### src/rtl/wrms_pkg.sv
// shared types and constants for the weighted rank minimum selector
// used by wrms_rank and weighted_rank_min_select_top, no dependencies
package wrms_pkg;

  localparam int unsigned PRI_W       = 8;
  localparam int unsigned TIME_W      = 16;
  localparam int unsigned WEIGHT_W    = 8;
  localparam int unsigned PPRI_W      = PRI_W + WEIGHT_W;
  localparam int unsigned PTIME_W     = TIME_W + WEIGHT_W;
  localparam int unsigned RANK_W      = 25;
  localparam int unsigned INDEX_W     = 6;
  localparam int unsigned QUOT_W      = 21;
  localparam int unsigned RECIP_W     = 24;
  localparam int unsigned RECIP_SHIFT = 27;
  localparam int unsigned RPROD_W     = PTIME_W + RECIP_W;

  // ceil(2^27 / 10), exact floor divide by ten for inputs below 2^26
  localparam logic [RECIP_W-1:0] DIV10_RECIP = 24'hCCCCCD;

  typedef struct packed {
    logic                runnable;
    logic [PRI_W-1:0]    priority_req;
    logic [TIME_W-1:0]   arrival_time;
    logic [TIME_W-1:0]   exec_tenths;
    logic [WEIGHT_W-1:0] priority_weight;
    logic [WEIGHT_W-1:0] arrival_weight;
    logic [WEIGHT_W-1:0] exec_weight;
    logic                last_entry;
  } wrms_entry_t;

  typedef struct packed {
    logic runnable;
    logic last_entry;
  } wrms_tag_t;

endpackage

### src/rtl/weighted_rank_min_select_top.sv
// top level of the weighted rank minimum selector: running minimum and result word
// depends on wrms_pkg and wrms_rank
//
// usage
//   the slave stream takes one task entry per word; tlast marks the last entry
//   of a table scan. each runnable entry gets
//   rank = priority*w1 + arrival*w2 + floor(exec_tenths*w3/10)
//   and the lowest rank wins, the earliest entry on ties. the last entry of a
//   scan produces one master word with the winning position, a found flag and
//   the rank; with nothing runnable all three are zero.
//   throughput is one entry per cycle unless a last entry waits on a stalled
//   master side; the master word follows the last entry through the input,
//   product and quotient registers into the result register.
//   reset clears the pipeline, the running minimum and the entry position.
//   a stalled master side holds its word; entries keep flowing into the
//   datapath and the running minimum, and only a second last entry waits at
//   the final stage, filling the pipeline before tready drops.
module weighted_rank_min_select_top #(
  parameter int unsigned ENTRIES = 64
) (
  input  logic        clk_i,
  input  logic        rst_ni,
  input  logic        s_axis_tvalid_i,
  output logic        s_axis_tready_o,
  // runnable, priority_req, arrival_time, exec_tenths, priority_weight,
  // arrival_weight, exec_weight, zero pad
  input  logic [71:0] s_axis_tdata_i,
  input  logic        s_axis_tlast_i,
  output logic        m_axis_tvalid_o,
  input  logic        m_axis_tready_i,
  // chosen_index, found, best_rank
  output logic [31:0] m_axis_tdata_o
);
  import wrms_pkg::*;

  localparam int unsigned POS_W = $clog2(ENTRIES);

  wrms_entry_t          entry;
  wrms_tag_t            tag;
  logic                 rank_valid, rank_ready, fire;
  logic [RANK_W-1:0]    psum;
  logic [QUOT_W-1:0]    quot;
  logic [RANK_W-1:0]    rank;
  logic                 take;
  logic                 out_free;

  logic [RANK_W-1:0]    low_rank_d, low_rank_q;
  logic [POS_W-1:0]     low_idx_d, low_idx_q;
  logic [POS_W-1:0]     pos_d, pos_q;
  logic                 any_d, any_q;

  logic                 out_v_d, out_v_q;
  logic [INDEX_W-1:0]   out_idx_d, out_idx_q;
  logic                 out_found_d, out_found_q;
  logic [RANK_W-1:0]    out_rank_d, out_rank_q;
  logic [INDEX_W+POS_W-1:0] idx_wide;

  assign entry.runnable        = s_axis_tdata_i[0];
  assign entry.priority_req    = s_axis_tdata_i[8:1];
  assign entry.arrival_time    = s_axis_tdata_i[24:9];
  assign entry.exec_tenths     = s_axis_tdata_i[40:25];
  assign entry.priority_weight = s_axis_tdata_i[48:41];
  assign entry.arrival_weight  = s_axis_tdata_i[56:49];
  assign entry.exec_weight     = s_axis_tdata_i[64:57];
  assign entry.last_entry      = s_axis_tlast_i;

  wrms_rank u_rank (
    .clk_i   (clk_i),
    .rst_ni  (rst_ni),
    .valid_i (s_axis_tvalid_i),
    .ready_o (s_axis_tready_o),
    .entry_i (entry),
    .valid_o (rank_valid),
    .ready_i (rank_ready),
    .tag_o   (tag),
    .psum_o  (psum),
    .quot_o  (quot)
  );

  assign out_free   = !out_v_q || m_axis_tready_i;
  assign rank_ready = !tag.last_entry || out_free;
  assign fire       = rank_valid && rank_ready;
  assign rank       = psum + RANK_W'(quot);
  assign take       = tag.runnable && (!any_q || (rank < low_rank_q));

  always_comb begin
    low_rank_d  = low_rank_q;
    low_idx_d   = low_idx_q;
    any_d       = any_q;
    pos_d       = pos_q;
    out_v_d     = out_v_q && !m_axis_tready_i;
    out_idx_d   = out_idx_q;
    out_found_d = out_found_q;
    out_rank_d  = out_rank_q;
    idx_wide    = '0;
    if (fire) begin
      if (take) begin
        low_rank_d = rank;
        low_idx_d  = pos_q;
        any_d      = 1'b1;
      end
      if (tag.last_entry) begin
        idx_wide    = {{INDEX_W{1'b0}}, low_idx_d};
        out_v_d     = 1'b1;
        out_found_d = any_d;
        out_idx_d   = any_d ? idx_wide[INDEX_W-1:0] : '0;
        out_rank_d  = any_d ? low_rank_d : '0;
        low_rank_d  = '0;
        low_idx_d   = '0;
        any_d       = 1'b0;
        pos_d       = '0;
      end else begin
        pos_d = (pos_q == POS_W'(ENTRIES - 1)) ? '0 : pos_q + 1'b1;
      end
    end
  end

  always_ff @(posedge clk_i or negedge rst_ni) begin
    if (!rst_ni) begin
      low_rank_q <= '0;
      low_idx_q  <= '0;
      any_q      <= 1'b0;
      pos_q      <= '0;
      out_v_q    <= 1'b0;
    end else begin
      low_rank_q <= low_rank_d;
      low_idx_q  <= low_idx_d;
      any_q      <= any_d;
      pos_q      <= pos_d;
      out_v_q    <= out_v_d;
    end
  end

  always_ff @(posedge clk_i) begin
    out_idx_q   <= out_idx_d;
    out_found_q <= out_found_d;
    out_rank_q  <= out_rank_d;
  end

  assign m_axis_tvalid_o = out_v_q;
  assign m_axis_tdata_o  = {out_rank_q, out_found_q, out_idx_q};

  a_pos_range: assert property (@(posedge clk_i) disable iff (!rst_ni)
    pos_q <= POS_W'(ENTRIES - 1))
    else $error("entry position beyond table size");

  a_scan_clear: assert property (@(posedge clk_i) disable iff (!rst_ni)
    fire && tag.last_entry |=> pos_q == '0 && !any_q && low_rank_q == '0)
    else $error("scan state not cleared after last entry");

  a_none_zero: assert property (@(posedge clk_i) disable iff (!rst_ni)
    out_v_q && !out_found_q |-> out_idx_q == '0 && out_rank_q == '0)
    else $error("result without runnable entry is not zero");

  a_idle_min: assert property (@(posedge clk_i) disable iff (!rst_ni)
    !any_q |-> low_rank_q == '0 && low_idx_q == '0)
    else $error("running minimum set without runnable entry");

  a_stall_hold: assert property (@(posedge clk_i) disable iff (!rst_ni)
    rank_valid && tag.last_entry && !out_free |=> rank_valid && tag.last_entry)
    else $error("last entry dropped while result stalled");

endmodule

### src/rtl/wrms_rank.sv
// three stage rank datapath: input register, weight products, partial sum and divide by ten
// depends on wrms_pkg
module wrms_rank (
  input  logic                           clk_i,
  input  logic                           rst_ni,
  input  logic                           valid_i,
  output logic                           ready_o,
  input  wrms_pkg::wrms_entry_t          entry_i,
  output logic                           valid_o,
  input  logic                           ready_i,
  output wrms_pkg::wrms_tag_t            tag_o,
  output logic [wrms_pkg::RANK_W-1:0]    psum_o,
  output logic [wrms_pkg::QUOT_W-1:0]    quot_o
);
  import wrms_pkg::*;

  logic                v1_q, v2_q, v3_q;
  logic                ready1, ready2, ready3;
  wrms_entry_t         e1_q;
  wrms_tag_t           tag2_q, tag3_q;
  logic [PPRI_W-1:0]   ppri_d, ppri_q;
  logic [PTIME_W-1:0]  parr_d, parr_q;
  logic [PTIME_W-1:0]  pext_d, pext_q;
  logic [RPROD_W-1:0]  rprod;
  logic [RANK_W-1:0]   psum_d, psum_q;
  logic [QUOT_W-1:0]   quot_d, quot_q;

  assign ready3  = !v3_q || ready_i;
  assign ready2  = !v2_q || ready3;
  assign ready1  = !v1_q || ready2;
  assign ready_o = ready1;

  assign ppri_d = PPRI_W'(e1_q.priority_req) * PPRI_W'(e1_q.priority_weight);
  assign parr_d = PTIME_W'(e1_q.arrival_time) * PTIME_W'(e1_q.arrival_weight);
  assign pext_d = PTIME_W'(e1_q.exec_tenths) * PTIME_W'(e1_q.exec_weight);

  assign rprod  = RPROD_W'(pext_q) * RPROD_W'(DIV10_RECIP);
  assign quot_d = rprod[RECIP_SHIFT +: QUOT_W];
  assign psum_d = RANK_W'(ppri_q) + RANK_W'(parr_q);

  always_ff @(posedge clk_i or negedge rst_ni) begin
    if (!rst_ni) begin
      v1_q <= 1'b0;
      v2_q <= 1'b0;
      v3_q <= 1'b0;
    end else begin
      if (ready1) begin
        v1_q <= valid_i;
      end
      if (ready2) begin
        v2_q <= v1_q;
      end
      if (ready3) begin
        v3_q <= v2_q;
      end
    end
  end

  always_ff @(posedge clk_i) begin
    if (valid_i && ready1) begin
      e1_q <= entry_i;
    end
    if (v1_q && ready2) begin
      ppri_q <= ppri_d;
      parr_q <= parr_d;
      pext_q <= pext_d;
      tag2_q <= '{runnable: e1_q.runnable, last_entry: e1_q.last_entry};
    end
    if (v2_q && ready3) begin
      psum_q <= psum_d;
      quot_q <= quot_d;
      tag3_q <= tag2_q;
    end
  end

  assign valid_o = v3_q;
  assign tag_o   = tag3_q;
  assign psum_o  = psum_q;
  assign quot_o  = quot_q;

endmodule
### config.mk
export PLATFORM = sky130hd
export DESIGN_NAME = weighted_rank_min_select_top
export DESIGN_NICKNAME = d
export VERILOG_FILES = /design/src/rtl/wrms_pkg.sv /design/src/rtl/weighted_rank_min_select_top.sv /design/src/rtl/wrms_rank.sv
export SDC_FILE = /design/constraint.sdc
export NUM_CORES = 2
export LEC_CHECK = 0
export ABC_AREA = 1
export CORE_UTILIZATION = 45
export CTS_CLUSTER_DIAMETER = 50
export CTS_CLUSTER_SIZE = 28
export DETAILED_ROUTE_END_ITERATION = 12
export DONT_BUFFER_PORTS = 1
export HOLD_SLACK_MARGIN = 0.06
export SLEW_MARGIN = 15
export SYNTH_ARGS = -nofsm -noshare
export SYNTH_HDL_FRONTEND = slang
export SYNTH_HIERARCHICAL = 1
export SYNTH_SLANG_ARGS = --single-unit
### constraint.sdc
create_clock -name clk_i -period 12.7 [get_ports clk_i]
set_input_delay 0.635 -clock clk_i [delete_from_list [all_inputs] [get_ports clk_i]]
set_output_delay 0.635 -clock clk_i [all_outputs]
set_load 0.01 [all_outputs]
======== Yosys cells after proc, flatten, opt, wreduce, memory -nomap -nowiden ========
Index checks and enable logic that the tools add are counted.
word-level totals
  ROM bits ................................ 0
  bits in registers ....................... 254
  memories ................................ 0
  bits in writable memories ............... 0
  bits in latches ......................... 0
cells by class
  reduce and logical (&&, ||, !) cells .... 20
  add/sub/neg operators ................... 3
  equality and inequality tests ........... 1
  divide/modulo/power cells ............... 0
  shift operators ......................... 0
  $lt $le $gt $ge ......................... 1
  bitwise gates (word level) .............. 0
  mux-type cells .......................... 11
  multipliers ............................. 4
operators by type and width
  kind                    count
  $mux 25                 2
  $mul 16x8->24           2
  $mul 24x24->48 const B  1
  $add 16x24->25          1
  $add 25x21->25          1
  $lt 25x25->1            1
  $mux 6                  4
  $mul 8x8->16            1
  $logic_not 1->1         7
  $add 6x1->6 const B     1
  $eq 6x6->1 const B      1
  $logic_and 1x1->1       6
  $logic_or 1x1->1        6
  $mux 1                  5
  $reduce_and 2->1        1

======== Longest topological paths before layout ========
  depth after elaboration ................. 7
  mapped depth ............................ 27
  mapped depth without buffers ............ 27

======== Cells and area by module ========
The synthesis kept the hierarchy.
modules (own cells, without submodules)
  module                        sequential area each (sq um)  area each (sq um)  instances  cells each
  wrms_rank                     5480.3                        28324.7            1          3194
  weighted_rank_min_select_top  1936.9                        5731.7             1          868

======== Least setup slack after synthesis ========
Ideal clock, no wire load.
  path type ............................... register -> register
  start point ............................. reg u_rank.pext_q[1]
  end point ............................... reg u_rank.quot_q[10], in the netlist u_rank/quot_o[10] (data pin)
  period minus slack after synthesis ...... 5.405 ns
  path buffers ............................ 0
  required time ........................... 12.448 ns
  library setup time ...................... 0.252 ns
  data arrival time ....................... 5.152 ns
  path slack .............................. 7.295 ns
  stages on the path, launching flop included .. 22
  cell sequence ........................... edfxtp_1 > ha_1 > xor2_1 > ha_1 > or2_2 > fa_1 > fa_1 > fa_1 > fa_1 > inv_1 > fa_1 > inv_1 > ha_1 > nand2_1 > nor2_4 > inv_2 > nor4_4 > nand2_1 > nand2_1 > nand2_1 > nand3_1 > nand2_1
on the way
  word-level cells in the longest chain between the ends .. 1
RTL lines
  item                    RTL line         text
  from (decl)             wrms_rank.sv:23  logic [PTIME_W-1:0] pext_d, pext_q;
  from (signal assigned)  wrms_rank.sv:66  pext_q <= pext_d;
  $mul 24x24->48          wrms_rank.sv:37  assign rprod = RPROD_W'(pext_q) * RPROD_W'(DIV10_RECIP);
  via u_rank.rprod[37]    wrms_rank.sv:24  logic [RPROD_W-1:0] rprod;
  to (signal assigned)    wrms_rank.sv:71  quot_q <= quot_d;
  to (decl)               wrms_rank.sv:26  logic [QUOT_W-1:0] quot_d, quot_q;
The timed path passes the listed nets, and every way through them passes these cells.
A chain may end at the register's enable or synchronous reset.

======== Worst setup path after layout ========
  start point ............................. reg u_rank.pext_q[3]
  end point ............................... reg u_rank.quot_q[17], in the netlist u_rank/quot_o[17] (data pin)
Same word-level chain as after synthesis.

==> results.md <==
Placement:
- The pre-CTS worst setup slack is 6.350 ns.
- At the end of routability-driven placement, the weighted congestion stood at 0.9767.
- Port buffering added 0 buffers.
- The total instance count after detailed placement is 4,934.
- The total half-perimeter wirelength after legalization and detailed placement is 64,660 µm.

Floorplanning:
- The die footprint is 76,780 µm².
- The count of pins on the block boundary is 111.
- The floorplan has 100 rows.
- The effective utilization at floorplan is 0.4559.
- The floorplan die height is 277.1 µm.
- The die outline width is 277.1 µm.
- The core outline area is 74,700 µm².

STA:
- The final-report max-slew violation count is 0.
- The slew of the pin with the lowest slew margin is 1.001 ns.
- The clock period could shrink to 6.282 ns.
- After layout, the worst setup slack is 6.418 ns.
- The final worst clock skew is 0.03119 ns.
- Setup violations remaining at the end of the flow were counted as 0.
- For the final routed database, the setup TNS stands at 0 ns.
- The headroom to the max-slew limit is 0.3289.
- The hold violation total from the final report came to 0.
- Setup repair after global routing left no endpoint under its margin.
- Based on the critical path, the design can be clocked at up to 159.2 MHz.
- The post-route fraction of the period consumed by the critical path is 0.4946.

Drt:
- After detailed routing, the number of remaining DRC violations is 0.
- The routed design has 77,270 µm of wire.
- After detailed routing, the number of vias per cell comes to 4.926.
- The detail route stage leaves a number of antenna-violating nets equal to 0.
- The detailed-routing iteration count for the pre-antenna-repair pass is 5.
- The final route contains 24,700 vias.
- The detailed router finished its first iteration with 1,167 violations.
- The detail-routed net length per standard cell is 15.41 µm.

Critical path:
- The highest net fanout along the worst path is 12.
- The stage delay of the slowest cell on the critical path is 0.87 ns.
- The critical path data arrival time is 6.63 ns.
- The class of the most critical setup path is flip-flop to flip-flop.
- The required time of the critical path is 13.04 ns.
- The number of cells on the worst reg-to-reg path is 22.
- The critical path startpoint category is a flip-flop.
- The category of cells accounting for the largest share of critical-path delay is adder cells.
- The critical path runs through a total of 22 cells.
- The cell at the slowest stage of the critical path is sky130_fd_sc_hd__edfxtp_1.
- In this run the register-to-register setup slack is 6.42 ns.
- The endpoint identified for the worst register-to-register timing path is u_rank/quot_o[17].
- The critical path contains buffers and inverters numbering 5 combined.
- Traced cell by cell, the critical path runs through ha_1 > xnor2_1 > inv_1 > ha_1 > inv_1 > nand2_1 > fa_1 > fa_1 > fa_1 > fa_1 > inv_1 > fa_1 > inv_1 > ha_1 > nand2_1 > nor2_1 > inv_1 > o21ai_0 > o21bai_1 > nand2_1 > nand4_1 > nand2_1.
- STA classifies the critical path endpoint as a flip-flop.
- The origin of the critical flop-to-flop path is u_rank/pext_q[3].

Synth:
- The number of enable-type register cells in the synthesized netlist is 212.
- The fraction of registers with async set or reset after synthesis is 0.1654.
- Each instance of the synthesized netlist takes up on average 8.384 µm².
- The total standard cell area after synthesis is 34,060 µm².
- In the synthesized netlist, the number of instances is 4,062.
- The most used flip-flop cell after synthesis is sky130_fd_sc_hd__edfxtp_1.
- The synthesized design spends more area on one cell type than any other, namely sky130_fd_sc_hd__fa_1.
- The number of unique standard cell types used by synthesis is 45.
- The number of nets in the synthesized netlist is 5,007.
- The post-synthesis sequential element count is 254.
- The number of warnings issued by yosys is 6.
- For this run, the register share of the synthesized area comes to 0.2178.
- In the synthesized netlist, the cells that appear most often are sky130_fd_sc_hd__inv_1, sky130_fd_sc_hd__nand2_1, sky130_fd_sc_hd__ha_1.
- The share of synthesized area in the top cell type comes to 0.2457.
- In the post-synthesis netlist, the biggest area contributors are sky130_fd_sc_hd__fa_1, sky130_fd_sc_hd__edfxtp_1, sky130_fd_sc_hd__ha_1.
- In the post-synthesis netlist, the cell with the most instances is sky130_fd_sc_hd__inv_1.

Min path:
- The cell count of the worst hold path is 0.
- The min-delay analysis places its worst path in the category primary input to flip-flop.
- The worst hold path begins at s_axis_tdata_i[43].
- The terminating pin of the worst hold path is u_rank/e1_q[19].

Status:
- The flow ran to the end, and the final reports show no timing, DRC or antenna violations.

CTS:
- The clock-pin transition on the worst setup and hold timing paths is 0.06 ns.
- For the worst-skew pair, the clock arrives at the later sink with an insertion delay of 0.59 ns.
- After clock tree synthesis, the repair step resized 0 gates.
- CTS saw 254 sinks.
- The number of H-tree levels is 2.
- The post-CTS repair timing setup buffer count is 0.
- TritonCTS built the clock tree.
- The tree is rooted in a sky130_fd_sc_hd__clkbuf_16.
- TritonCTS created 42 clock buffers.
- The number of buffers on the longest clock path is 3.

Cells and area:
- The area growth from synthesis to layout is 6.966%.
- The count of cells in the finished layout, fillers not included, comes to 5,014.
- The share of cells above drive strength 1 is 0.02991.
- The antenna diode instance count is 0.
- Once layout is complete, the utilization of the core stands at 0.4877.
- The post-layout net count is 4,956.

GRT:
- The residual overflow from global routing is 0.
- The via count of the first global-routing pass is 25,320.
- The wire length of the first global-routing pass is 127,900 µm.
- The largest net degree at the start of global routing is 67.
- The total global routing track utilization is 0.2075.
- The initial antenna violation count is 0.

Job:
- Across the run, the number of max-cap violations was 0.
==> how the worst max path moves through the flow <==
| stage | slack, ns | endpoint | start |
|---|---|---|---|
| 2_1_floorplan | 7.30 | u_rank/quot_o[10] | u_rank/pext_q[1] |
| 3_3_place_gp | 6.43 | u_rank/quot_o[17] | u_rank/pext_q[3] |
| 3_5_place_dp | 6.35 | u_rank/quot_o[17] | u_rank/pext_q[3] |
| 4_1_cts | 6.39 | u_rank/quot_o[17] | u_rank/pext_q[3] |
| 5_1_grt | 6.01 | u_rank/quot_o[15] | u_rank/pext_q[3] |
| 6_report | 6.42 | u_rank/quot_o[17] | u_rank/pext_q[3] |
==> per-layer routing <==
metal / up-vias / global-route usage / share of wire
met5: - / 0 / 0
met4: 0 / 0.05783 / 0.025
met3: 108 / 0.02539 / 0.042
met2: 499 / 0.3509 / 0.47
met1: 11770 / 0.2797 / 0.47
li1: 12320 / - / -
==> sequential cells by signal (all words and copies together) (netlist names), 16 cells and up <==
name	flops
u_rank/e1_q	66
u_rank/parr_q	24
u_rank/psum_o	25
u_rank/quot_o	21
u_rank/pext_q	24
out_rank_q	25
low_rank_q	25
u_rank/ppri_q	16
==> through the flow <==
step | hold WS, ns | cell area (µm²)
global route | 0.1042 | 36430
floorplan | 0.3394 | 34060
CTS | 0.09901 | 36430
global placement | 0.3407 | 34890
finish | 0.1371 | 36430
detailed placement | 0.3408 | 34890
==> repair_timing <==
action,in CTS,in global routing
endpoints found under the setup margin,0,0
hold buffers,2,0
hold endpoints to repair,42,0
==> final cells by class <==
class,count,area [µm²]
well taps,969,1212
fillers,7206,38270
inverters,996,3740
flip-flops and latches,254,7417
clock inverters,35,441.7
clock buffers,43,1055
repair buffers,7,75.07
multi-input cells,2710,22490
==> logic make-up (layout without fill, tap and decap cells) <==
logic type      after synthesis  in the layout  synth area share
compound gates              283            283           0.04651
flops                       254            254            0.2178
fa+ha+maj                   868            868            0.4110
simple gates               1450           1450            0.1740
buf+inv                    1098           1081            0.1226
xor+xnor                    109            109           0.02803
==> cells in the final DEF (no fill, tap or decap), types with 4 or more instances in the layout <==
cell	instances
sky130_fd_sc_hd__xnor2_1	37
sky130_fd_sc_hd__nand3_2	4
sky130_fd_sc_hd__a21o_1	11
sky130_fd_sc_hd__inv_6	4
sky130_fd_sc_hd__and2_1	4
sky130_fd_sc_hd__a211oi_1	5
sky130_fd_sc_hd__inv_8	8
sky130_fd_sc_hd__nand2_1	974
sky130_fd_sc_hd__a21boi_0	5
sky130_fd_sc_hd__a21oi_1	148
sky130_fd_sc_hd__nor2_1	226
sky130_fd_sc_hd__edfxtp_1	212
sky130_fd_sc_hd__o21bai_1	23
sky130_fd_sc_hd__buf_4	5
sky130_fd_sc_hd__a31oi_1	6
sky130_fd_sc_hd__nor2_4	4
sky130_fd_sc_hd__dfrtp_1	42
sky130_fd_sc_hd__fa_1	418
sky130_fd_sc_hd__nand3b_1	11
sky130_fd_sc_hd__nand2_2	8
sky130_fd_sc_hd__nor4_1	6
sky130_fd_sc_hd__inv_1	992
sky130_fd_sc_hd__nor3_1	22
sky130_fd_sc_hd__clkinvlp_4	7
sky130_fd_sc_hd__o21ai_0	64
sky130_fd_sc_hd__clkbuf_16	42
sky130_fd_sc_hd__o21ai_2	4
sky130_fd_sc_hd__o21ai_1	6
sky130_fd_sc_hd__clkinv_8	4
sky130_fd_sc_hd__ha_1	450
sky130_fd_sc_hd__nand4_1	33
sky130_fd_sc_hd__nor2_2	4
sky130_fd_sc_hd__xor2_1	72
sky130_fd_sc_hd__nand3_1	146
Power is left out: the tool's default activity adds up to more than one toggle a clock period on the data nets, which glitch-free logic cannot reach.
